### src/rtl/cd420_pkg.sv
// Shared types and constants of the 4:2:0 chroma downsampler.
package cd420_pkg;

	localparam int DIM_W = 13;
	localparam int ROW_W = 12;
	localparam int SAMPLE_W = 8;
	localparam int PAIR_W = 9;

	localparam logic [DIM_W-1:0] WIDTH_RESET = 13'd640;
	localparam logic [DIM_W-1:0] HEIGHT_RESET = 13'd480;
	localparam logic [DIM_W-1:0] HEIGHT_LIMIT = 13'd4096;

	localparam logic REG_WIDTH = 1'b0;
	localparam logic REG_HEIGHT = 1'b1;

	typedef enum logic [1:0] {
		MODE_QUAD = 2'd0,
		MODE_VERT = 2'd1,
		MODE_HORZ = 2'd2,
		MODE_PASS = 2'd3
	} mode_t;

	typedef struct packed {
		logic odd_row;
		logic odd_col;
		logic last_row;
		logic last_col;
	} pos_t;

endpackage

### src/rtl/cd420_pos.sv
// Column and row counters with frame-size clamping and position flags.
module cd420_pos #(
	parameter int MAX_WIDTH = 4096
) (
	input  logic                                clk,
	input  logic                                arst_n,
	input  logic                                advance,
	input  logic [cd420_pkg::DIM_W-1:0]         frame_width,
	input  logic [cd420_pkg::DIM_W-1:0]         frame_height,
	output logic [(((MAX_WIDTH + 1) / 2) > 1 ? $clog2((MAX_WIDTH + 1) / 2) : 1)-1:0] idx,
	output cd420_pkg::pos_t                     pos
);

	localparam int DEPTH = (MAX_WIDTH + 1) / 2;
	localparam int AW = DEPTH > 1 ? $clog2(DEPTH) : 1;
	localparam int CW = $clog2(MAX_WIDTH);
	localparam int WW = $clog2(MAX_WIDTH + 1);
	localparam int EW = WW > cd420_pkg::DIM_W ? WW : cd420_pkg::DIM_W;
	localparam logic [EW-1:0] MAX_W = EW'(MAX_WIDTH);

	logic [CW-1:0]               col_q;
	logic [cd420_pkg::ROW_W-1:0] row_q;
	logic [EW-1:0]               fw_ext;
	logic [EW-1:0]               w_eff;
	logic [cd420_pkg::DIM_W-1:0] h_eff;

	assign fw_ext = EW'(frame_width);

	always_comb begin
		if (fw_ext == '0) begin
			w_eff = EW'(1);
		end else if (fw_ext > MAX_W) begin
			w_eff = MAX_W;
		end else begin
			w_eff = fw_ext;
		end
		if (frame_height == '0) begin
			h_eff = cd420_pkg::DIM_W'(1);
		end else if (frame_height > cd420_pkg::HEIGHT_LIMIT) begin
			h_eff = cd420_pkg::HEIGHT_LIMIT;
		end else begin
			h_eff = frame_height;
		end
	end

	assign pos.last_col = (EW'(col_q) + EW'(1)) >= w_eff;
	assign pos.last_row = (cd420_pkg::DIM_W'(row_q) + cd420_pkg::DIM_W'(1)) >= h_eff;
	assign pos.odd_col = col_q[0];
	assign pos.odd_row = row_q[0];
	assign idx = AW'(col_q >> 1);

	always_ff @(posedge clk or negedge arst_n) begin
		if (!arst_n) begin
			col_q <= '0;
			row_q <= '0;
		end else if (advance) begin
			if (pos.last_col) begin
				col_q <= '0;
				row_q <= pos.last_row ? '0 : row_q + cd420_pkg::ROW_W'(1);
			end else begin
				col_q <= col_q + CW'(1);
			end
		end
	end

endmodule

### config.mk
export PLATFORM = sky130hd
export DESIGN_NAME = cd420_pos
export DESIGN_NICKNAME = d
export VERILOG_FILES = /design/src/rtl/cd420_pkg.sv /design/src/rtl/cd420_pos.sv
export SDC_FILE = /design/constraint.sdc
export NUM_CORES = 1
export LEC_CHECK = 0
export CORE_AREA = 2 2 61 63
export CTS_CLUSTER_SIZE = 20
export DETAILED_ROUTE_END_ITERATION = 7
export DIE_AREA = 0 0 63 65
export DONT_BUFFER_PORTS = 1
export GPL_TIMING_DRIVEN = 0
export PLACE_DENSITY = 0.86
export SETUP_SLACK_MARGIN = 0.3
export SYNTH_ARGS = -nofsm -noshare
export SYNTH_HDL_FRONTEND = slang
export SYNTH_SLANG_ARGS = --single-unit
### constraint.sdc
create_clock -name clk -period 8.2 [get_ports clk]
set_input_delay 2.46 -clock clk [delete_from_list [all_inputs] [get_ports clk]]
set_output_delay 2.46 -clock clk [all_outputs]
set_load 0.01 [all_outputs]
==> impl_metrics.json <==
{
  "grt_pass1_vias": 1725,
  "dieArea_um2": 4100,
  "p_per_area_nw_per_um2": 196,
  "drc": 0,
  "arrival_ns": 4.14,
  "ys_ff_latch": 24,
  "crit_buf_inv": 3,
  "num_antenna_cells": 0,
  "r2r_end": "row_q[11]$_DFFE_PN0P_",
  "clock-root-buffer": "clkbuf_4",
  "syn_nets": 307,
  "drt_pass1_iterations": 4,
  "final_area_um2": 2220,
  "clock_sinks": 24,
  "io_buffers": 0,
  "final_antenna_net_count": 0,
  "via_count": 1796,
  "cts.clk_slew.worst_paths_ns": 0.12,
  "initial_core_util_pct": 61.1,
  "final_common_cell": "nand2_1",
  "setup_tns_ns": 0,
  "critical_path_class": "in -> out",
  "seq_area_frac_synth_pct": 28.1,
  "final_net_count": 312,
  "setup_violations": 0,
  "syn_area_um2": 2140,
  "fp.dieW_um": 63,
  "cts.repair.resized": 0,
  "power.leakage_uw": 0.00104,
  "synth_edf_count": 0,
  "coreArea_um2": 3500,
  "crit_path_cell_trace": "inv_1 -> clkbuf_1 -> nand2_1 -> ha_1 -> a21oi_1 -> o21ai_1 -> a31oi_1 -> o21a_1 -> inv_2",
  "synth_ff_type": "dfrtp_1",
  "crit_path_end": "pos[0]",
  "worstSetupStartpointType": "primary input",
  "viasPerCell": 5.97,
  "final_util_pct": 63.5,
  "critical_path_required_ns": 5.74,
  "cts_buffers": 3,
  "r2r_cells": 14,
  "cpLargestDelayFamily": "compound AO/OA/AOI/OAI gates",
  "end_kind": "primary output",
  "layout-drive-gt1-share_pct": 7.51,
  "final-hold-violation-count": 0,
  "async_reset_ff_share_pct": 100,
  "routabilityCongestion": 0.865,
  "yosysWarningCount": 0,
  "r2r_start": "row_q[0]$_DFFE_PN0P_",
  "final_cell_mix": "nand2_1 (53), ha_1 (28), dfrtp_1 (24), nor2_1 (14), xnor2_1 (14)",
  "antenna_found_initial": 0,
  "period_share_pct": 80.5,
  "grt_first_pass_wirelength_um": 7470,
  "path_max_fanout": 10,
  "drt_iter0_markers": 73,
  "htreeDepth": 1,
  "grt_max_degree": 25,
  "syn_inst": 250,
  "post-dp-hpwl_um": 3470,
  "ff2ff_setup_slack_ns": 5.00,
  "irDropWorstVdd_mv": 0.123,
  "min_path_type": "reg -> reg",
  "crit_path_start": "frame_width[12]",
  "fmax_mhz": 151,
  "overflow": 0,
  "rsz0062_at_grt": "no",
  "cpMaxStageDelayCell": "clkbuf_1",
  "rows": 22,
  "max_cap_viol_count": 0,
  "grt_usage_pct": 22.7,
  "avgSynthCellArea_um2": 8.55,
  "fin_crit_ns": 6.60,
  "wl_um": 4270,
  "wl_per_cell_um": 14.2,
  "worstSkewPairLatency_ns": 0.31,
  "place_area_um2": 2200,
  "worstSetupPathDepth": 9,
  "slowest_delay_ns": 0.33,
  "num_io_pins": 44,
  "fillers": 305,
  "die_y_um": 65,
  "holdBufCountCts": 0,
  "clk_path_buf_depth": 2,
  "syn_to_final_growth_pct": 3.86,
  "status": "complete, no violations",
  "yosysUniqueCellTypes": 44,
  "max_slew_margin_pct": 70.6,
  "cts_setup_buffers": 0,
  "tightest_slew_ns": 0.442,
  "slew_violations": 0,
  "tritoncts": "done",
  "fin_skew_ns": 0.00607
}
==> kinds of logic (layout without fill, tap and decap cells) <==
| family | after synthesis | in the layout | share of synthesized area (%) |
|---|---|---|---|
| compound gates | 53 | 53 | 19.2 |
| xor+xnor | 18 | 18 | 7.38 |
| fa+ha+maj | 28 | 28 | 16.4 |
| buf+inv | 16 | 19 | 3.81 |
| flops | 24 | 24 | 28.1 |
| mux | 2 | 2 | 0.995 |
| simple gates | 109 | 109 | 24.1 |
==> per-layer routing <==
| metal | up-vias | global-route usage [%] | wire, um |
|---|---|---|---|
| li1 | 911 | - | - |
| met1 | 828 | 27.0 | 1880 |
| met2 | 48 | 41.6 | 2120 |
| met3 | 9 | 2.26 | 175 |
| met4 | 0 | 9.72 | 97 |
| met5 | - | 0 | 0 |
==> registers in the layout (all words and copies together), names as in the netlist <==
register  count
col_q        12
row_q        12
==> through the flow <==
step / hold WS [ns] / total power, uW / std cells / worst slack, ns
after floorplan: 0.507 / 342 / 250 / 1.87
after global placement: 0.527 / 376 / 298 / 1.63
after detailed placement: 0.535 / 386 / 298 / 1.61
after CTS: 0.566 / 437 / 301 / 1.60
after global routing: 0.597 / 474 / 301 / 1.42
final: 0.565 / 435 / 301 / 1.60
==> worst min path at each step <==
stage / cells after the start / start / to
global placement: 2 / row_q[7]$_DFFE_PN0P_ / row_q[7]$_DFFE_PN0P_
CTS: 1 / row_q[8]$_DFFE_PN0P_ / row_q[8]$_DFFE_PN0P_
finish: 1 / row_q[8]$_DFFE_PN0P_ / row_q[8]$_DFFE_PN0P_
global route: 2 / row_q[7]$_DFFE_PN0P_ / row_q[7]$_DFFE_PN0P_
floorplan: 2 / row_q[7]$_DFFE_PN0P_ / row_q[7]$_DFFE_PN0P_
detailed placement: 1 / row_q[8]$_DFFE_PN0P_ / row_q[8]$_DFFE_PN0P_
==> final cells by class <==
cell class              count  area, um^2  area share, %
plain buffers               8        51.3           2.31
multi-input cells         210        1460           65.6
flip-flops and latches     24         601           27.1
clock buffers               3        22.5           1.01
inverters                   8        30.0           1.35
well taps                  48        60.1           2.71
==> report_power, final <==
part	internal, uW	switching [uW]	total [uW]
registers	142	46.1	188
logic	90.0	107	197
clock network	17.2	33.1	50.3
==> Yosys cell counts, types with 2 or more instances <==
cell | n | area, um^2
nor4_1 | 4 | 25.0
xor2_1 | 4 | 35.0
nor2b_1 | 2 | 12.5
buf_6 | 2 | 22.5
buf_2 | 2 | 10.0
o22ai_1 | 2 | 12.5
a21oi_1 | 13 | 65.1
nand2b_1 | 3 | 18.8
nor2_1 | 14 | 52.6
xnor2_1 | 14 | 123
o2bb2ai_1 | 8 | 70.1
nand2_1 | 53 | 199
and4_4 | 2 | 22.5
nand4_1 | 3 | 18.8
o21ai_1 | 5 | 25.0
nor3_1 | 3 | 15.0
ha_1 | 28 | 350
a221o_1 | 4 | 40.0
o21bai_1 | 2 | 15.0
o21ai_0 | 4 | 20.0
inv_1 | 7 | 26.3
dfrtp_1 | 24 | 601
a31oi_1 | 3 | 18.8
clkbuf_1 | 3 | 11.3
nand3_1 | 13 | 65.1
and3_1 | 5 | 31.3
a22o_1 | 6 | 52.6
Power figures use the tool's default switching activity.
